===== src/rtl/core/ght_fifo.sv =====
`default_nettype none

module ght_fifo #(
    parameter int WIDTH = 8,
    parameter int DEPTH = 2
) (
    input  wire logic             i_clk,
    input  wire logic             i_rst_n,
    input  wire logic             i_push,
    input  wire logic [WIDTH-1:0] i_data,
    output logic                  o_full,
    input  wire logic             i_pop,
    output logic      [WIDTH-1:0] o_data,
    output logic                  o_empty
);

    localparam int PW = $clog2(DEPTH);
    localparam int CW = $clog2(DEPTH + 1);
    localparam logic [PW-1:0] LAST = PW'(DEPTH - 1);

    logic [WIDTH-1:0] r_mem [DEPTH];
    logic [PW-1:0]    r_wp, n_wp;
    logic [PW-1:0]    r_rp, n_rp;
    logic [CW-1:0]    r_cnt, n_cnt;
    logic             do_push, do_pop;

    assign o_full  = (r_cnt == CW'(DEPTH));
    assign o_empty = (r_cnt == '0);
    assign o_data  = r_mem[r_rp];
    assign do_push = i_push && !o_full;
    assign do_pop  = i_pop && !o_empty;

    always_comb begin
        n_wp  = r_wp;
        n_rp  = r_rp;
        n_cnt = r_cnt;
        if (do_push) begin
            n_wp = (r_wp == LAST) ? '0 : r_wp + PW'(1);
        end
        if (do_pop) begin
            n_rp = (r_rp == LAST) ? '0 : r_rp + PW'(1);
        end
        if (do_push && !do_pop) begin
            n_cnt = r_cnt + CW'(1);
        end else if (do_pop && !do_push) begin
            n_cnt = r_cnt - CW'(1);
        end
    end

    always_ff @(posedge i_clk) begin
        if (!i_rst_n) begin
            r_wp  <= '0;
            r_rp  <= '0;
            r_cnt <= '0;
        end else begin
            r_wp  <= n_wp;
            r_rp  <= n_rp;
            r_cnt <= n_cnt;
        end
    end

    always_ff @(posedge i_clk) begin
        if (do_push) begin
            r_mem[r_wp] <= i_data;
        end
    end

endmodule

`default_nettype wire


===== config.mk =====
export PLATFORM = sky130hd
export DESIGN_NAME = ght_fifo
export DESIGN_NICKNAME = d
export VERILOG_FILES = /design/src/rtl/core/ght_fifo.sv
export SDC_FILE = /design/constraint.sdc
export NUM_CORES = 1
export LEC_CHECK = 0
export BUFFER_PORTS_ARGS = -buffer_cell sky130_fd_sc_hd__buf_2
export CELL_PAD_IN_SITES_DETAIL_PLACEMENT = 2
export CELL_PAD_IN_SITES_GLOBAL_PLACEMENT = 2
export CORE_MARGIN = 2
export CORE_UTILIZATION = 34
export CTS_CLUSTER_SIZE = 8
export DETAILED_ROUTE_END_ITERATION = 10
export HOLD_SLACK_MARGIN = 0.02
export PLACE_DENSITY_LB_ADDON = 0.1
export SLEW_MARGIN = 25
export SYNTH_ARGS = -nofsm -noshare
export SYNTH_HDL_FRONTEND = slang
export SYNTH_SLANG_ARGS = --single-unit

===== constraint.sdc =====
create_clock -name i_clk -period 1.8 [get_ports i_clk]
set_clock_uncertainty 0.2 [all_clocks]
set_input_delay 0 -clock i_clk [delete_from_list [all_inputs] [get_ports i_clk]]
set_output_delay 0 -clock i_clk [all_outputs]
set_load 0.05 [all_outputs]

==> results of run 1 <==
report_power, final:
group | switching [mW] | total, mW | internal [mW]
logic | 0.457 | 0.711 | 0.254
clock network | 0.127 | 0.213 | 0.0862
registers | 0.0738 | 0.697 | 0.623
total | 0.658 | 1.62 | 0.963
state kept, by name (all words and copies together), names as in the netlist, named ones only:
register,cells
r_cnt,2
r_mem,16
r_rp,1
r_wp,1
Yosys cell counts:
library cell  count  area share (%)
o21ai_0           1            0.62
buf_2             1            0.62
a21boi_1          1            0.93
or3_1             1            0.77
nor2_1            2            0.93
o21a_1            1            0.93
mux2_2            8              11
a21boi_0          1            0.93
inv_1             1            0.46
edfxtp_1         16              59
o21ai_1           1            0.62
nand2b_1          1            0.77
nor3_2            1             1.2
ha_1              1             1.5
xor2_1            1             1.1
inv_2             1            0.46
and2_1            3             2.3
dfxtp_1           5              12
xnor2_1           2             2.2
and3_1            1            0.77
cell type report:
cell class | count | area share [%]
well taps | 28 | 3.160
inverters | 2 | 0.9029
clock buffers | 4 | 2.370
flip-flops and latches | 21 | 52.60
repair buffers | 34 | 20.77
multi-input cells | 26 | 20.20
per-layer routing:
layer  vias to the layer above  track usage [%]  routed length [um]
met3                         0            3.429                  73
li1                        256                -                   -
met1                       250            13.74                 614
met2                        15            24.38                 811
met5                         -                0                   0
met4                         0            3.846                   0
worst min path at each step:
stage / from / endpoint / slack [ns] / cells past startpoint
finish: i_data[5] / r_mem[0][5] / 0.23 / 2
CTS: i_data[3] / r_mem[0][3] / 0.21 / 2
global route: i_data[5] / r_mem[1][5] / 0.23 / 2
floorplan: i_data[0] / r_mem[0][0] / -0.10 / 0
global placement: i_data[6] / r_mem[0][6] / -0.01 / 1
detailed placement: i_data[7] / r_mem[1][7] / -0.007 / 1
kinds of logic (layout without fill, tap and decap cells):
kind of cell    count (synthesis)  after routing  share of synthesized area (%)
mux                             8              8                          11.13
compound gates                  5              5                          4.018
flops                          21             21                          71.72
buf+inv                         3             40                          1.544
fa+ha+maj                       1              1                          1.545
xor+xnor                        3              3                          3.246
simple gates                    9              9                          6.803
repair_timing:
action | in CTS | in global routing
endpoints found under the hold margin | 21 | 0
buffers inserted | 0 | 0
pin swaps | 0 | 0
gates resized for setup | 1 | 2
gates cloned | 0 | 0
hold buffers | 11 | 0
endpoints found under the setup margin | 1 | 1
==> results_dict.tcl, run 1 <==
set metrics [dict create \
    rsz0062_at_grt "false" \
    layout_setup_ws_ns 0.1039 \
    syn_area_sq_um 809.5 \
    cp_num_buf_inv 1 \
    crit_arrival_ns 1.72 \
    worst_setup_path_end_kind "flop" \
    die_h_um 52.80 \
    cp_slowest_cell "dfxtp_2" \
    grt_pass1_vias 562 \
    die_w_um 52.80 \
    clk-insertion-delay-late_ns 0.29 \
    cts_max_level 1 \
    num_io_pins 22 \
    post-route-util_pct 49.64 \
    syn_inst 50 \
    p_leak_nw 0.4384 \
    clk_pin_slew_worst_paths_ns 0.11 \
    hpwl_um 1038 \
    numPortBuffers 21 \
    cp_num_cells 6 \
    holdWs_ns 0.2299 \
    grt_pass1_wl_um 2490 \
    r2r_cells 6 \
    hp-class "in -> reg" \
    p_per_area_mw_per_mm2 1462 \
    overflow 0 \
    ys_seq_elements 21 \
    r2r-end "r_cnt[1]" \
    initial_core_util_pct 36.25 \
    crit_family "simple AND/OR/NAND/NOR gates" \
    pre_cts_slack_ns -0.01784 \
    fin_nets 101 \
    final_common_cell "buf_2" \
    nFillCells 231 \
    ys_seq_area_share_pct 71.72 \
    cap_violations 0 \
    cp_cell_sequence "nand2b_4, inv_4, nor2_1, ha_1, or3_1, a21boi_1" \
    drive_gt1_share_pct 44.83 \
    core_area_sq_mm 0.002233 \
    final_hold_viol_count 0 \
    reg2reg_from "r_cnt[0]" \
    finalCritPeriodShare_pct 94.23 \
    postPlaceCellArea_sq_um 962.2 \
    grt_start_max_net_pins 12 \
    dieArea_sq_mm 0.002787 \
    first_iter_violations 3 \
    cts_tree "built" \
    yosysUniqueCellTypes 20 \
    avgSynthCellArea_sq_um 16.19 \
    antenna_found_initial 0 \
    start_kind "flop" \
    routed_via_density 4.530 \
    cts_sinks 21 \
    routed_wl_um 1498 \
    synth_warnings 0 \
    dp_cells 100 \
    setup_viol 0 \
    crit_end "r_cnt[1]" \
    final_cell_mix "buf_2, edfxtp_1, dlygate4sd3_1" \
    antenna_cells 0 \
    worstSetupStartpoint "r_cnt[0]" \
    cts_made_buffers 3 \
    slew_violations 0 \
    ant_nets 0 \
    regArea_sq_um 583.1 \
    crit_required_ns 1.83 \
    clk_path_buf_depth 2 \
    routedWlPerCell_um 13.03 \
    rows 17 \
    cts-root-buf "clkbuf_4" \
    max_slew_margin_pct 73.52 \
    timing.fmax_mhz 589.6 \
    dr.pass1.iters 4 \
    grt_usage_pct 12.89 \
    peakVddDrop_mv 0.7396 \
    globalplace.congestion 0.6283 \
    final_cell_area_sq_mm 0.001109 \
    multi_input_area_sq_um 224.0 \
    areaGrowthSynthToFinish_pct 36.94 \
    r2r_slack_ns 0.10 \
    timing_worst_setup_path_type "reg -> reg" \
    critical-path-max-stage-delay_ns 0.39 \
    drc 0 \
    setup-tns-final_ns 0 \
    status "complete, no violations" \
    p_total_mw 1.620 \
    worst_slew_pin_slew_ns 0.3973 \
    layoutNonFillerInstCount 115 \
    route.vias.total 521 \
    cp_max_fo 5 \
    syn_nets 63 \
    period_minus_slack_ns 1.696 \
]
No activity file was read; power rests on OpenSTA's default activity.
==> run 2, diff against run 1 <==
Settings changed: RECOVER_POWER set to 100.
Clock period 1.8 ns to 1.9 ns, I/O delays scaled along.
==> run 2 against run 1 <==
Compared with the run above: total power shrank 6.3%; critical path depth is the same; count of clock-buffer cells in the layout is the same; utilization shrank 0.95 points; non-clock buffer count shrank 1; global-route usage shrank 0.52 points; sequential power shrank 5.3%; critical endpoint is now r_wp.
==> results_dict.tcl, run 2 (same netlist as run 1, synthesis figures left out) <==
set metrics [dict create \
    timing.fmax_mhz 544.6 \
    rsz0062_at_grt "false" \
    routedWlPerCell_um 12.88 \
    r2r_cells 6 \
    globalplace.congestion 0.6319 \
    initial_core_util_pct 36.25 \
    post-cts-setup-buffers 0 \
    largest_register_ffs 16 \
    final_cell_mix "edfxtp_1, dlygate4sd3_1, clkbuf_2" \
    die_w_um 52.80 \
    overflow 0 \
    cp_max_fo 9 \
    final_common_cell "edfxtp_1" \
    cp_cell_sequence "nand2b_4, inv_2, nor3_1, buf_4, o21a_1, dlygate4sd3_1" \
    crit_required_ns 1.89 \
    die_h_um 52.80 \
    rows 17 \
    drive_gt1_share_pct 34.88 \
    finalCritPeriodShare_pct 96.65 \
    cts_made_buffers 3 \
    drc 0 \
    setup_viol 0 \
    p_leak_nw 0.4157 \
    final_cell_area_sq_mm 0.001087 \
    first_iter_violations 7 \
    routed_via_density 4.412 \
    hp-class "in -> reg" \
    route.vias.total 503 \
    grt_pass1_wl_um 2387 \
    r2r-end "r_wp" \
    ant_nets 0 \
    timing_worst_setup_path_type "reg -> reg" \
    cts-root-buf "clkbuf_4" \
    worst_slew_pin_slew_ns 0.5974 \
    cap_violations 0 \
    core_area_sq_mm 0.002233 \
    p_total_mw 1.518 \
    r2r_slack_ns 0.06 \
    nFillCells 232 \
    antenna_found_initial 0 \
    routed_wl_um 1468 \
    max_slew_margin_pct 60.35 \
    start_kind "flop" \
    grt_start_max_net_pins 12 \
    dieArea_sq_mm 0.002787 \
    hold_path_end "r_mem[0][3]" \
    clk-insertion-delay-late_ns 0.29 \
    cts_max_level 1 \
    areaGrowthSynthToFinish_pct 34.31 \
    slew_violations 0 \
    postPlaceCellArea_sq_um 952.2 \
    antenna_cells 0 \
    period_minus_slack_ns 1.836 \
    setup-tns-final_ns 0 \
    crit_arrival_ns 1.83 \
    clk_pin_slew_worst_paths_ns 0.10 \
    hold_depth 4 \
    peakVddDrop_mv 0.8077 \
    grt_pass1_vias 512 \
    status "complete, no violations" \
    cts_sinks 21 \
    numPortBuffers 21 \
    fin_nets 100 \
    worst_setup_path_end_kind "flop" \
    final_hold_viol_count 0 \
    clk_path_buf_depth 2 \
    num_io_pins 22 \
    regMostFlops "r_mem" \
    pre_cts_slack_ns 0.1398 \
    cts_tree "built" \
    critical-path-max-stage-delay_ns 0.54 \
    hp-start "i_push" \
    reg2reg_from "r_cnt[0]" \
    reg.largest.list "r_mem: 16 flops, r_cnt: 2 flops" \
    grt_usage_pct 12.37 \
    cp_slowest_cell "dlygate4sd3_1" \
    dr.pass1.iters 2 \
    hpwl_um 1023 \
    layout_setup_ws_ns 0.06366 \
    p_per_area_mw_per_mm2 1396 \
]
[run 2: critical path, delay by kind of cell (launching register included)]
| kind | cells | cell delay (ns) |
|---|---|---|
| buf+inv | 3 | 0.79 |
| simple gates | 2 | 0.19 |
| flops | 1 | 0.38 |
| compound gates | 1 | 0.18 |
[run 2: worst max path at each step]
| stage | start | to | slack, ns |
|---|---|---|---|
| after global placement | r_cnt[0] | r_cnt[1] | 0.18 |
| after global routing | r_cnt[0] | r_wp | 0.01 |
| after floorplan | r_cnt[0] | r_cnt[1] | 0.07 |
| final | r_cnt[0] | r_wp | 0.06 |
| after detailed placement | r_cnt[0] | r_cnt[1] | 0.14 |
| after CTS | r_cnt[0] | r_wp | 0.02 |
[run 2: repair_timing]
item                       4_1_cts  5_1_grt
setup endpoints to repair        0        1
hold buffers                    11        0
gates resized for setup          0        4
hold endpoints to repair        21        0
[run 2: per-layer routing]
layer | routed length (um) | up-vias | share of wire [%] | track usage (%)
met2 | 751 | 17 | 51 | 20.63
met5 | 0 | - | 0 | 0
met4 | 0 | 0 | 0 | 2.564
met3 | 79 | 0 | 5.4 | 4.571
met1 | 637 | 231 | 43 | 15.29
li1 | - | 255 | - | -
[run 2: stage by stage]
step	hold WS (ns)	util, %	instances
2_1_floorplan	-0.1011	-	50
3_3_place_gp	-0.01199	42.63	99
3_5_place_dp	-0.008263	42.63	99
4_1_cts	0.06618	48.74	114
5_1_grt	0.08315	48.68	114
6_report	0.08055	48.68	114
[run 2: power by group]
group	leakage [nW]	total, mW	switching, mW	internal (mW)
clock	0.0150	0.200	0.119	0.0817
combinational	0.209	0.658	0.434	0.223
sequential	0.192	0.660	0.0670	0.593
total	0.416	1.52	0.620	0.898
[run 2: area by class of cell]
| cell class | count | area (sq um) | share of cell area, % |
|---|---|---|---|
| Sequential cell | 21 | 585.6 | 53.86 |
| Inverter | 2 | 7.507 | 0.6905 |
| Timing Repair Buffer | 33 | 214.0 | 19.68 |
| Tap cell | 28 | 35.03 | 3.222 |
| Clock buffer | 4 | 26.28 | 2.417 |
| Multi-Input combinational cell | 26 | 219.0 | 20.14 |
==> run 3, diff against run 2 <==
--- a/constraint.sdc
+++ b/constraint.sdc
@@ -4,2 +4,2 @@
 set_output_delay 0 -clock i_clk [all_outputs]
-set_load 0.05 [all_outputs]
+set_load 0.02 [all_outputs]
==> run 3 against run 2 <==
Compared with the run above: design area down 0.92%; utilization down 0.45 points; cell count unchanged; largest power group unchanged; worst hold slack about the same; critical path type unchanged; flip-flop and latch count unchanged; critical endpoint unchanged; clock power about the same; setup slack about the same; register-to-register slack about the same; fmax about the same; die area unchanged.
==> results_dict.tcl, run 3 (same netlist as run 1, synthesis figures left out) <==
set metrics [dict create \
    p_leak_nw 0.3920 \
    rows 17 \
    finalCritPeriodShare_pct 96.63 \
    dieArea_sq_mm 0.002787 \
    setup_viol 0 \
    cp_num_buf_inv 3 \
    areaGrowthSynthToFinish_pct 33.08 \
    drc 0 \
    period_minus_slack_ns 1.836 \
    p_per_area_mw_per_mm2 1231 \
    p_total_mw 1.326 \
    regMostFlops "r_mem" \
    die_h_um 52.80 \
    largest_register_ffs 16 \
    cp_cell_sequence "nand2b_4, inv_2, nor3_1, buf_4, o21a_1, dlygate4sd3_1" \
    numPortBuffers 21 \
    grt_pass1_vias 512 \
    status "complete, no violations" \
    nFillCells 238 \
    core_area_sq_mm 0.002233 \
    final_hold_viol_count 0 \
    first_iter_violations 10 \
    final_cell_mix "clkbuf_1, edfxtp_1, dlygate4sd3_1" \
    antenna_cells 0 \
    cp_slowest_cell "dlygate4sd3_1" \
    timing_worst_setup_path_type "reg -> reg" \
    cts_max_level 1 \
    crit_family "buffers and inverters" \
    layout_setup_ws_ns 0.06407 \
    holdWs_ns 0.08042 \
    fin_nets 100 \
    grt_pass1_wl_um 2387 \
    routed_via_density 4.430 \
    clk_path_buf_depth 2 \
    swShare_pct 33.31 \
    setup-tns-final_ns 0 \
    start_kind "flop" \
    peakVddDrop_mv 0.6482 \
    drive_gt1_share_pct 25.58 \
    cap_violations 0 \
    p_int_mw 0.8844 \
    slew_violations 0 \
    hold_depth 4 \
    rsz0062_at_grt "false" \
    crit_arrival_ns 1.83 \
    reg.largest.list "r_mem: 16 flops, r_cnt: 2 flops" \
    ant_nets 0 \
    p_switching_mw 0.4417 \
    globalplace.congestion 0.6319 \
    routedWlPerCell_um 12.96 \
    initial_core_util_pct 36.25 \
    grt_start_max_net_pins 12 \
    worst_slew_pin_slew_ns 0.4104 \
    seqPwrFrac_pct 49.8 \
    hpwl_um 1023 \
    die_w_um 52.80 \
    pwr-share-comb_pct 35.1 \
    clk_pin_slew_worst_paths_ns 0.10 \
    pre_cts_slack_ns 0.1398 \
    route.vias.total 505 \
    grt_usage_pct 12.37 \
    cts_made_buffers 3 \
    cts_tree "built" \
    cp_num_cells 6 \
    p_clk_share_pct 15.1 \
    cts-root-buf "clkbuf_4" \
    max_slew_margin_pct 72.64 \
    worst_setup_path_end_kind "flop" \
    routed_wl_um 1478 \
    critical-path-max-stage-delay_ns 0.54 \
    cts_sinks 21 \
    num_io_pins 22 \
    post-cts-setup-buffers 0 \
    antenna_found_initial 0 \
    clk-insertion-delay-late_ns 0.29 \
    hp-class "in -> reg" \
    timing.fmax_mhz 544.7 \
    dr.pass1.iters 2 \
    r2r_cells 6 \
    crit_required_ns 1.89 \
    overflow 0 \
    cp_max_fo 9 \
]
-- run 3: cell counts in the layout (fill, tap and decap cells not counted) --
No cell type changed its count.
-- run 3: area by class of cell --
cell class / count / area (sq um) / area share (%)
Multi-Input combinational cell: 26 / 219.0 / 20.33
Sequential cell: 21 / 585.6 / 54.36
Clock buffer: 4 / 26.28 / 2.439
Tap cell: 28 / 35.03 / 3.252
Inverter: 2 / 7.507 / 0.6969
Timing Repair Buffer: 33 / 203.9 / 18.93
-- run 3: repair_timing --
action                                  in CTS  in global routing
gates resized for setup                      0                  4
endpoints found under the setup margin       0                  1
hold buffers                                11                  0
hold endpoints to repair                    21                  0
-- run 3: metal layers --
| metal | GRT usage (%) | vias to the layer above | wire length (um) |
|---|---|---|---|
| met5 | 0 | - | 0 |
| met4 | 2.564 | 0 | 0 |
| met3 | 4.571 | 0 | 86 |
| met2 | 20.63 | 17 | 751 |
| met1 | 15.29 | 233 | 640 |
| li1 | - | 255 | - |
-- run 3: through the flow --
step | util [%] | std cells | instance area [sq um]
floorplan | - | 50 | 809.5
global placement | 42.63 | 99 | 952.2
detailed placement | 42.63 | 99 | 952.2
CTS | 48.74 | 114 | 1089
global route | 48.24 | 114 | 1077
finish | 48.24 | 114 | 1077
-- run 3: path summary, 6_finish.rpt --
check,from,to,slack (ns)
hold / removal,i_push,r_mem[0][3],0.08
setup / recovery,r_cnt[0],r_wp,0.06
hold reg to reg,r_cnt[1],r_cnt[1],0.33
setup reg to reg,r_cnt[0],r_wp,0.06
-- run 3: power by group through the flow --
stage	registers, mW	logic, mW	clock network, mW
floorplan	0.626	0.352	0
global placement	0.658	0.455	0
detailed placement	0.660	0.463	0
CTS	0.650	0.487	0.214
global route	0.674	0.510	0.222
finish	0.660	0.466	0.200
-- run 3: worst register-to-register path, cell delays in order (launching register included) --
cell           delay (ns)
dfxtp_4              0.38
nand2b_4             0.15
inv_2                0.07
nor3_1               0.05
buf_4                0.18
o21a_1               0.18
dlygate4sd3_1        0.54
