File: config.mk
export PLATFORM = sky130hd
export DESIGN_NAME = ght_front
export DESIGN_NICKNAME = d
export VERILOG_FILES = /design/src/rtl/core/ght_pkg.sv /design/src/rtl/core/ght_fifo.sv /design/src/rtl/core/ght_front.sv
export SDC_FILE = /design/constraint.sdc
export NUM_CORES = 1
export LEC_CHECK = 0
export ABC_AREA = 1
export BUFFER_PORTS_ARGS = -buffer_cell sky130_fd_sc_hd__buf_4
export CAP_MARGIN = 15
export CORE_ASPECT_RATIO = 1.1
export CORE_MARGIN = 5
export CORE_UTILIZATION = 55
export CTS_BUF_LIST = sky130_fd_sc_hd__clkbuf_4
export CTS_CLUSTER_SIZE = 10
export DETAILED_ROUTE_END_ITERATION = 16
export GPL_TIMING_DRIVEN = 0
export PLACE_DENSITY = 0.84
export RECOVER_POWER = 25
export SYNTH_ARGS = -nofsm -noshare
export SYNTH_HDL_FRONTEND = slang
export SYNTH_HIERARCHICAL = 1
export SYNTH_SLANG_ARGS = --single-unit
export TNS_END_PERCENT = 20
File: constraint.sdc
create_clock -name i_clk -period 5.16 [get_ports i_clk]
set_clock_uncertainty 0.1 [all_clocks]
set_input_delay 1.032 -clock i_clk [delete_from_list [all_inputs] [get_ports i_clk]]
set_output_delay 1.032 -clock i_clk [all_outputs]
set_load 0.02 [all_outputs]
File: src/rtl/core/ght_pkg.sv
`default_nettype none

package ght_pkg;

    localparam int SLOTS   = 1024;
    localparam int SLOT_W  = $clog2(SLOTS);
    localparam int CNT_W   = $clog2(SLOTS + 1);
    localparam int HSLOT_W = 11;
    localparam int GEN_W   = 16;
    localparam int BYTES_W = 32;
    localparam int SUM_W   = 48;

    localparam logic [GEN_W-1:0] LAST_GEN = 16'hFFFF;

    typedef enum logic [1:0] {
        CMD_STORE   = 2'd0,
        CMD_REMOVE  = 2'd1,
        CMD_RESOLVE = 2'd2
    } t_cmd;

    typedef enum logic [1:0] {
        STAT_OK    = 2'd0,
        STAT_FULL  = 2'd1,
        STAT_STALE = 2'd2
    } t_status;

    typedef enum logic [1:0] {
        OP_STORE,
        OP_REMOVE,
        OP_RESOLVE,
        OP_REJECT
    } t_op;

    typedef enum logic [1:0] {
        SRC_STACK,
        SRC_FRESH,
        SRC_NONE
    } t_src;

    typedef enum logic {
        S_IDLE,
        S_EXEC
    } t_state;

    typedef struct packed {
        logic [1:0]         cmd;
        logic [HSLOT_W-1:0] handle_slot;
        logic [GEN_W-1:0]   handle_generation;
        logic [BYTES_W-1:0] entry_bytes;
    } t_in_item;

    typedef struct packed {
        t_status            status;
        logic [9:0]         out_slot;
        logic [GEN_W-1:0]   out_generation;
        logic               slot_retired;
        logic [CNT_W-1:0]   live_total;
        logic [SUM_W-1:0]   bytes_total;
    } t_out_item;

    typedef struct packed {
        t_op                op;
        logic [SLOT_W-1:0]  slot;
        logic [GEN_W-1:0]   gen;
        logic [BYTES_W-1:0] bytes;
    } t_work;

    typedef struct packed {
        logic               live;
        logic [GEN_W-1:0]   gen;
        logic [BYTES_W-1:0] size;
    } t_entry;

    typedef struct packed {
        logic [SLOT_W-1:0]  slot;
        logic [GEN_W-1:0]   gen;
    } t_free;

endpackage

`default_nettype wire

File: src/rtl/core/ght_fifo.sv
`default_nettype none

module ght_fifo #(
    parameter int WIDTH = 8,
    parameter int DEPTH = 2
) (
    input  wire logic             i_clk,
    input  wire logic             i_rst_n,
    input  wire logic             i_push,
    input  wire logic [WIDTH-1:0] i_data,
    output logic                  o_full,
    input  wire logic             i_pop,
    output logic      [WIDTH-1:0] o_data,
    output logic                  o_empty
);

    localparam int PW = $clog2(DEPTH);
    localparam int CW = $clog2(DEPTH + 1);
    localparam logic [PW-1:0] LAST = PW'(DEPTH - 1);

    logic [WIDTH-1:0] r_mem [DEPTH];
    logic [PW-1:0]    r_wp, n_wp;
    logic [PW-1:0]    r_rp, n_rp;
    logic [CW-1:0]    r_cnt, n_cnt;
    logic             do_push, do_pop;

    assign o_full  = (r_cnt == CW'(DEPTH));
    assign o_empty = (r_cnt == '0);
    assign o_data  = r_mem[r_rp];
    assign do_push = i_push && !o_full;
    assign do_pop  = i_pop && !o_empty;

    always_comb begin
        n_wp  = r_wp;
        n_rp  = r_rp;
        n_cnt = r_cnt;
        if (do_push) begin
            n_wp = (r_wp == LAST) ? '0 : r_wp + PW'(1);
        end
        if (do_pop) begin
            n_rp = (r_rp == LAST) ? '0 : r_rp + PW'(1);
        end
        if (do_push && !do_pop) begin
            n_cnt = r_cnt + CW'(1);
        end else if (do_pop && !do_push) begin
            n_cnt = r_cnt - CW'(1);
        end
    end

    always_ff @(posedge i_clk) begin
        if (!i_rst_n) begin
            r_wp  <= '0;
            r_rp  <= '0;
            r_cnt <= '0;
        end else begin
            r_wp  <= n_wp;
            r_rp  <= n_rp;
            r_cnt <= n_cnt;
        end
    end

    always_ff @(posedge i_clk) begin
        if (do_push) begin
            r_mem[r_wp] <= i_data;
        end
    end

endmodule

`default_nettype wire

File: src/rtl/core/ght_front.sv
`default_nettype none

module ght_front (
    input  wire logic             i_clk,
    input  wire logic             i_rst_n,
    input  wire logic             i_push,
    output logic                  o_full,
    input  wire ght_pkg::t_in_item i_item,
    output logic                  o_valid,
    input  wire logic             i_pop,
    output ght_pkg::t_work        o_work
);

    import ght_pkg::*;

    t_work cls;
    logic  slot_ok;
    logic  q_empty;

    assign slot_ok = (i_item.handle_slot < HSLOT_W'(SLOTS));

    always_comb begin
        cls.slot  = i_item.handle_slot[SLOT_W-1:0];
        cls.gen   = i_item.handle_generation;
        cls.bytes = i_item.entry_bytes;
        unique case (i_item.cmd)
            CMD_STORE:   cls.op = OP_STORE;
            CMD_REMOVE:  cls.op = slot_ok ? OP_REMOVE : OP_REJECT;
            CMD_RESOLVE: cls.op = slot_ok ? OP_RESOLVE : OP_REJECT;
            default:     cls.op = OP_REJECT;
        endcase
    end

    ght_fifo #(
        .WIDTH ($bits(t_work)),
        .DEPTH (2)
    ) u_queue (
        .i_clk   (i_clk),
        .i_rst_n (i_rst_n),
        .i_push  (i_push),
        .i_data  (cls),
        .o_full  (o_full),
        .i_pop   (i_pop),
        .o_data  (o_work),
        .o_empty (q_empty)
    );

    assign o_valid = !q_empty;

endmodule

`default_nettype wire

==> results of run 1 <==
layer usage:
metal  GRT usage  routed length [um]  vias to the layer above
li1            -                   -                     1186
met1       0.172                2980                     1194
met2       0.291                4770                       80
met3      0.0563                 556                       14
met4      0.0866                 148                        0
met5           0                   0                        -
cells in the final DEF (no fill, tap or decap), types with 3 or more instances in the layout:
cell type and n:
nand2_1 10, clkinvlp_4 3, clkinv_2 4, nor2_1 9
clkbuf_1 9, dfxtp_1 5, mux2_4 60, clkbuf_4 51
buf_12 8, edfxtp_1 120, bufinv_16 3, inv_1 12
buf_4 85
state kept, by name (all words and copies together), names as in the netlist, named ones only:
name / count
u_queue/r_rp: 1
u_queue/r_wp: 1
u_queue/r_cnt: 2
u_queue/r_mem: 120
power by group through the flow:
stage	Combinational (uW)	Clock [uW]	Sequential (uW)
after floorplan	664	0	1350
after global placement	978	0	1360
after detailed placement	1020	0	1350
after CTS	1020	700	1320
after global routing	1060	744	1340
final	1000	678	1320
cell type report:
cell class	count	share of cell area
tap	114	0.0226
buffer	7	0.0208
clock inverter	13	0.0236
sequential	125	0.587
multi-input combinational	88	0.165
inverter	12	0.00714
clock buffer	19	0.0226
timing repair buffer	128	0.151
cells in the mapped netlist:
cell type,number,share of area
nand2_1,10,0.0076
mux2_4,60,0.18
dfxtp_1,5,0.020
nor2_1,11,0.0084
o21ai_0,2,0.0020
nand3_1,1,0.0010
buf_6,1,0.0023
ha_1,1,0.0025
buf_12,6,0.024
a21oi_1,1,0.0010
edfxtp_1,120,0.73
nand4_1,1,0.0013
inv_1,12,0.0092
o21ai_2,1,0.0018
worst paths after layout:
| check | start | end |
|---|---|---|
| min | u_queue/r_rp | register |
| max reg2reg | u_queue/r_cnt[0] | u_queue/r_mem[0][35] |
| min reg2reg | u_queue/r_rp | register |
| max | register | o_work[11] |
per-stage QoR:
step	utilization	instances	setup TNS, ps
after floorplan	-	232	0
after global placement	0.683	472	-54410
after detailed placement	0.689	474	0
after CTS	0.722	506	0
after global routing	0.718	506	0
final	0.718	506	0
kinds of logic (layout without fill, tap and decap cells):
group / after synthesis / after routing / synth area share
multiplexers: 60 / 60 / 0.184
buffers and inverters: 19 / 179 / 0.0360
AND/OR/NAND/NOR: 23 / 23 / 0.0184
AO/OA/AOI/OAI: 4 / 4 / 0.00484
flip-flops: 125 / 125 / 0.755
adder cells (fa/ha/maj): 1 / 1 / 0.00255
critical path: stages, from the launching register on:
cell and delay [ps]:
dfxtp_1 330, buf_6 180, buf_12 170, mux2_4 310
buf_4 160
==> flow_metrics.tcl, run 1 <==
set metrics [dict create \
    num-nets-final 445 \
    synth_cell_type_count 14 \
    synth_nets 298 \
    period_share 0.540 \
    slew_violations 0 \
    cts.htree.levels 4 \
    multi_input_area_um2 1040 \
    insertion_delay_ps 500 \
    numClockSinks 125 \
    hold_buffers 0 \
    setup_ws_ps 2370 \
    ios 127 \
    ff2ff_path_depth 3 \
    postCtsSetupRepairBufs 0 \
    drtAntennaViolNets 0 \
    cts.repair.resized 0 \
    hold_ws_ps 418 \
    fillers 554 \
    p_leak_uw 0.00251 \
    grt_usage 0.164 \
    grt_overflow 0 \
    rrSetupSlack_ps 3140 \
    routed_via_density 4.89 \
    drt_pass1_iterations 4 \
    grt_max_degree 33 \
    syn_inst 232 \
    switching_share 0.293 \
    wire_per_inst_um 16.7 \
    synthesis.area_um2 4910 \
    syn-mean-instance-area_um2 21.2 \
    routed_wl_um 8450 \
    min_period_ps 2790 \
    status "completed" \
    ctsLongestPathBuffers 2 \
    drc 0 \
    hold_depth 2 \
    p_sw_uw 880 \
    worst_pin_slew_ps 889 \
    die_w_um 100 \
    vias 2474 \
    grt_pass1_wl_um 13000 \
    core_area_um2 8780 \
    end_kind "output port" \
    worstPathMaxFanout 10 \
    clkSlewWorstSetupHoldPaths_ps 90 \
    num_rows 36 \
    internal_power_uw 2120 \
    grt_pass1_vias 2634 \
    clockPowerShare 0.226 \
    cts_tree "done" \
    ys_ff_latch 125 \
    vdd_drop_max_mv 0.362 \
    gp_congestion 0.697 \
    start_util 0.559 \
    dp_slack_ps 2470 \
    critical_path_class "register to output port" \
    finalSetupViolCount 0 \
    cts_root_buffer "clkbuf_4" \
    antennaDiodeCount 0 \
    rsz0062_at_grt "false" \
    powerDensity_nw_per_um2 476 \
    design_area_um2 6310 \
    die_y_um 109 \
    comb_power_share 0.334 \
    p_seq_frac 0.441 \
    dieArea_um2 10900 \
    antenna_found_initial 0 \
    final-seq-area_um2 3700 \
    hpwl_um 5990 \
    critPathLaunchType "register" \
    synthToLayoutAreaGrowth_pct 28.6 \
    crit_required_ps 4030 \
    io_buffers 126 \
    cap_viol_max_count 0 \
    worstPathArrival_ps 1660 \
    yosys_warnings 6 \
    hold_viol_final 0 \
    placed_cell_area_um2 6050 \
    synth_seq_area_share 0.755 \
    cts_buffers 17 \
    clock.fmax_mhz 359 \
    drive_gt1_frac 0.559 \
    p_total_uw 3000 \
    slew_headroom 0.406 \
    drt_iter0_markers 83 \
    hold_path.class "register to register" \
]
No activity file was read; power rests on OpenSTA's default activity.
==> inputs of run 2 (changes only) <==
==> constraint.sdc (replaced) <==
create_clock -name i_clk -period 2.63 [get_ports i_clk]
set_clock_uncertainty 0.1 [all_clocks]
set_input_delay 0.526 -clock i_clk [delete_from_list [all_inputs] [get_ports i_clk]]
set_output_delay 0.526 -clock i_clk [all_outputs]
set_load 0.02 [all_outputs]
==> run 2 against run 1 <==
  * Hold slack worse by 300 ps
  * Sequential power rose by 97%
  * Clock power rose by 110%
  * Non-clock buffer count is the same
  * Wire length decreased by 0.22%
  * Final cell count stayed put
  * Flip-flop and latch count is the same
  * Register-to-register slack got worse by 2600 ps
  * Setup slack worse by 2000 ps
  * Core utilization is 0.30 points higher
  * Critical path depth unchanged
  * Via count increased by 1.2%
  * Critical endpoint is now o_work[36]
  * Largest cell class unchanged
==> flow_metrics.tcl, run 2 (same netlist as run 1, synthesis figures left out) <==
set metrics [dict create \
    cts.repair.resized 0 \
    drtAntennaViolNets 0 \
    ios 127 \
    numClockSinks 125 \
    cts_root_buffer "clkbuf_4" \
    crit_required_ps 2000 \
    grt_pass1_wl_um 13000 \
    layout_common_cells "edfxtp_1 (120), buf_4 (84), mux2_4 (60)" \
    finalSetupViolCount 0 \
    r2r-end "u_queue/r_mem[1][13]" \
    hold_buffers 0 \
    min_period_ps 2270 \
    tns_ps 0 \
    hold_path_startpoint "i_item[20]" \
    dp_slack_ps 344 \
    critical_path_class "register to output port" \
    top_regs "u_queue/r_mem: 120 flops, u_queue/r_cnt: 2 flops" \
    p_leak_uw 0.00253 \
    die_y_um 109 \
    start_util 0.559 \
    final-seq-area_um2 3700 \
    setup_ws_ps 364 \
    dieArea_um2 10900 \
    hold_end "u_queue/r_mem[0][20]" \
    grt_pass1_vias 2701 \
    drive_gt1_frac 0.559 \
    end_kind "output port" \
    hold_depth 1 \
    dp.cells 474 \
    ctsLongestPathBuffers 2 \
    drt_iter0_markers 99 \
    postCtsSetupRepairBufs 0 \
    wire_per_inst_um 16.7 \
    largest_register_ffs 120 \
    cts.htree.levels 4 \
    critPathLaunchType "register" \
    grt_usage 0.163 \
    antenna_found_initial 0 \
    cts_buffers 17 \
    num-nets-final 445 \
    worstReg2RegStart "u_queue/r_cnt[0]" \
    routed_via_density 4.95 \
    cap_viol_max_count 0 \
    rrSetupSlack_ps 530 \
    hold_viol_final 0 \
    insertion_delay_ps 490 \
    vdd_drop_max_mv 0.787 \
    fillers 558 \
    antennaDiodeCount 0 \
    multi_input_area_um2 1040 \
    powerDensity_nw_per_um2 940 \
    slew_headroom 0.306 \
    rsz0062_at_grt "false" \
    worst_pin_slew_ps 1040 \
    die_w_um 100 \
    top_register "u_queue/r_mem" \
    gp_congestion 0.682 \
    slew_violations 0 \
    hold_path.class "input port to register" \
    final_util 0.721 \
    core_area_um2 8780 \
    drt_pass1_iterations 4 \
    worstPathMaxFanout 10 \
    final_common_cell "edfxtp_1" \
    ff2ff_path_depth 3 \
    cts_tree "done" \
    hpwl_um 5970 \
    io_buffers 126 \
    grt_max_degree 34 \
    clock.fmax_mhz 441 \
    drc 0 \
    fin_cells 506 \
    period_share 0.861 \
    worstPathArrival_ps 1640 \
    hold_ws_ps 119 \
    routed_wl_um 8430 \
    grt_overflow 0 \
    clkSlewWorstSetupHoldPaths_ps 90 \
    num_rows 36 \
    status "completed" \
    vias 2503 \
    synthToLayoutAreaGrowth_pct 29.1 \
]
## run 2: cell count changes in the layout (fill, tap and decap cells not counted)
cell,change
buf_4,-1
clkbuf_1,-2
clkinv_4,-1
clkbuf_4,+6
clkinv_2,-2
clkinv_1,+2
bufinv_16,+1
clkinvlp_4,-3
## run 2: worst max path at each step
stage | start | end | slack [ps] | cells past startpoint
finish | register | o_work[36] | 360 | 4
global route | register | o_work[48] | 250 | 4
CTS | register | o_work[36] | 290 | 4
detailed placement | i_push | u_queue/r_mem[1][13] | 340 | 4
global placement | i_push | u_queue/r_mem[1][13] | -900 | 3
floorplan | i_push | u_queue/r_mem[0][0] | -50 | 2
## run 2: power breakdown
part / switching, uW / internal [uW]
Combinational: 977 / 982
Sequential: 81.3 / 2510
Clock: 608 / 794
Total: 1670 / 4290
## run 2: layout make-up
class                   count  share of cell area
inverters                  12             0.00711
multi-input cells          88               0.165
well taps                 114              0.0225
clock inverters            10              0.0229
plain buffers               7              0.0207
clock buffers              22              0.0261
flip-flops and latches    125               0.585
repair buffers            128               0.151
## run 2: stage by stage
| stage | total power (uW) | area (um^2) |
|---|---|---|
| final | 5960 | 6330 |
| after global routing | 6240 | 6330 |
| after CTS | 6050 | 6360 |
| after detailed placement | 4640 | 6050 |
| after global placement | 4560 | 6000 |
| after floorplan | 3930 | 4910 |
## run 2: metal layers
metal	share of wire	routed length [um]	vias up	global-route usage
li1	-	-	1184	-
met1	0.36	3060	1217	0.180
met2	0.55	4660	88	0.282
met5	0	0	-	0
met4	0.018	153	0	0.0760
met3	0.066	560	14	0.0569
## run 2: critical path: stages (launching register included)
cell and delay (ps):
dfxtp_1 330, buf_6 180, buf_12 160, mux2_4 310, buf_4 160
==> inputs of run 3 (changes only) <==
--- a/config.mk
+++ b/config.mk
@@ -10,12 +10,12 @@
 export CAP_MARGIN = 15
 export CORE_ASPECT_RATIO = 1.1
 export CORE_MARGIN = 5
-export CORE_UTILIZATION = 55
+export CORE_UTILIZATION = 35
 export CTS_BUF_LIST = sky130_fd_sc_hd__clkbuf_4
 export CTS_CLUSTER_SIZE = 10
 export DETAILED_ROUTE_END_ITERATION = 16
 export GPL_TIMING_DRIVEN = 0
-export PLACE_DENSITY = 0.84
+export PLACE_DENSITY = 0.58
 export RECOVER_POWER = 25
 export SYNTH_ARGS = -nofsm -noshare
 export SYNTH_HDL_FRONTEND = slang
==> run 3 against run 2 <==
  * Combinational power rose by 3%
  * Sequential share of layout area fell by 1.0 points
  * Sequential power barely moved
  * Largest cell class unchanged
  * Largest power group unchanged
  * Critical path depth did not move
  * Final cell count rose by 15%
  * First-iteration DRC count fell by 1.0%
  * Fmax fell by 0.90%
  * Critical path type unchanged
==> flow_metrics.tcl, run 3 (same netlist as run 1, synthesis figures left out) <==
set metrics [dict create \
    status "completed" \
    hold_viol_final 0 \
    layout_common_cells "edfxtp_1 (120), buf_4 (87), mux2_4 (60)" \
    postCtsSetupRepairBufs 0 \
    antennaDiodeCount 0 \
    start_util 0.356 \
    gp_congestion 0.669 \
    period_share 0.869 \
    min_period_ps 2290 \
    cts_root_buffer "clkbuf_4" \
    cap_viol_max_count 0 \
    grt_max_degree 22 \
    slew_violations 0 \
    top_regs "u_queue/r_mem: 120 flops, u_queue/r_cnt: 2 flops" \
    core_area_um2 13800 \
    crit_required_ps 2000 \
    critical_path_class "register to output port" \
    wire_per_inst_um 15.1 \
    p_leak_uw 0.00254 \
    dp_slack_ps 420 \
    top_register "u_queue/r_mem" \
    grt_usage 0.111 \
    largest_register_ffs 120 \
    worst_pin_slew_ps 718 \
    setup_ws_ps 344 \
    worstPathMaxFanout 10 \
    drt_pass1_iterations 4 \
    hold_depth 1 \
    die_y_um 134 \
    grt_overflow 0 \
    drt_iter0_markers 98 \
    hold_ws_ps 109 \
    hold_path.class "input port to register" \
    drive_gt1_frac 0.571 \
    io_buffers 126 \
    insertion_delay_ps 500 \
    rrSetupSlack_ps 650 \
    ff2ff_path_depth 4 \
    drtAntennaViolNets 0 \
    antenna_found_initial 0 \
    ios 127 \
    worstPathArrival_ps 1660 \
    grt_pass1_wl_um 13400 \
    cts_buffers 17 \
    finalSetupViolCount 0 \
    worstReg2RegStart "u_queue/r_cnt[0]" \
    slew_headroom 0.520 \
    drc 0 \
    powerDensity_nw_per_um2 906 \
    cts.repair.resized 0 \
    synthToLayoutAreaGrowth_pct 31.4 \
    num-nets-final 447 \
    routed_via_density 4.30 \
    routed_wl_um 8770 \
    num_rows 45 \
    cts.htree.levels 4 \
    hold_buffers 0 \
    dieArea_um2 16500 \
    critPathLaunchType "register" \
    rsz0062_at_grt "false" \
    grt_pass1_vias 2684 \
    ctsLongestPathBuffers 2 \
    hpwl_um 6180 \
    end_kind "output port" \
    hold_end "u_queue/r_mem[1][15]" \
    hold_path_startpoint "i_item[15]" \
    clock.fmax_mhz 437 \
    r2r-end "u_queue/r_mem[1][12]" \
    final_util 0.467 \
    numClockSinks 125 \
    fillers 1220 \
    vias 2505 \
    final_common_cell "edfxtp_1" \
    cts_tree "done" \
    clkSlewWorstSetupHoldPaths_ps 100 \
    vdd_drop_max_mv 0.425 \
    die_w_um 123 \
]
run 3: cell type report:
cell class                      instances  area (um^2)  share of cell area
Buffer                                  7          131              0.0204
Multi-Input combinational cell         88         1040               0.162
Sequential cell                       125         3700               0.574
Tap cell                              188          235              0.0365
Timing Repair Buffer                  130         1020               0.159
Inverter                               12         45.0             0.00699
Clock inverter                          9         95.1              0.0147
Clock buffer                           23          173              0.0268
run 3: routing by layer:
| metal | up-vias | GRT usage | wire length (um) |
|---|---|---|---|
| li1 | 1190 | - | - |
| met5 | - | 0 | 0 |
| met4 | 0 | 0.0504 | 164 |
| met3 | 15 | 0.0506 | 765 |
| met1 | 1212 | 0.121 | 3470 |
| met2 | 88 | 0.184 | 4380 |
run 3: power breakdown:
part | total, uW | switching (uW) | internal (uW)
registers | 2590 | 74.4 | 2510
clock network | 1240 | 628 | 616
logic | 2010 | 993 | 1020
run 3: worst max-delay path by stage:
stage / endpoint / start / depth (start not counted) / slack, ps
after floorplan: u_queue/r_mem[0][0] / i_push / 2 / -50
after global placement: u_queue/r_mem[1][36] / i_push / 3 / -1170
after detailed placement: u_queue/r_mem[1][36] / i_push / 5 / 420
after CTS: o_work[40] / register / 4 / 240
after global routing: o_work[41] / register / 4 / 190
final: o_work[41] / register / 4 / 340
run 3: worst max-delay path: stages (launching register included):
cell	delay (ps)
dfxtp_1	340
buf_6	180
buf_12	170
mux2_4	310
buf_4	160
run 3: metrics by stage:
step	cell area, um^2	setup TNS [ps]	cells	total power (uW)
after floorplan	4910	-5930	232	3930
after global placement	6090	-139810	546	4610
after detailed placement	6200	0	550	4700
after CTS	6470	0	582	5960
after global routing	6450	0	582	6160
final	6450	0	582	5840
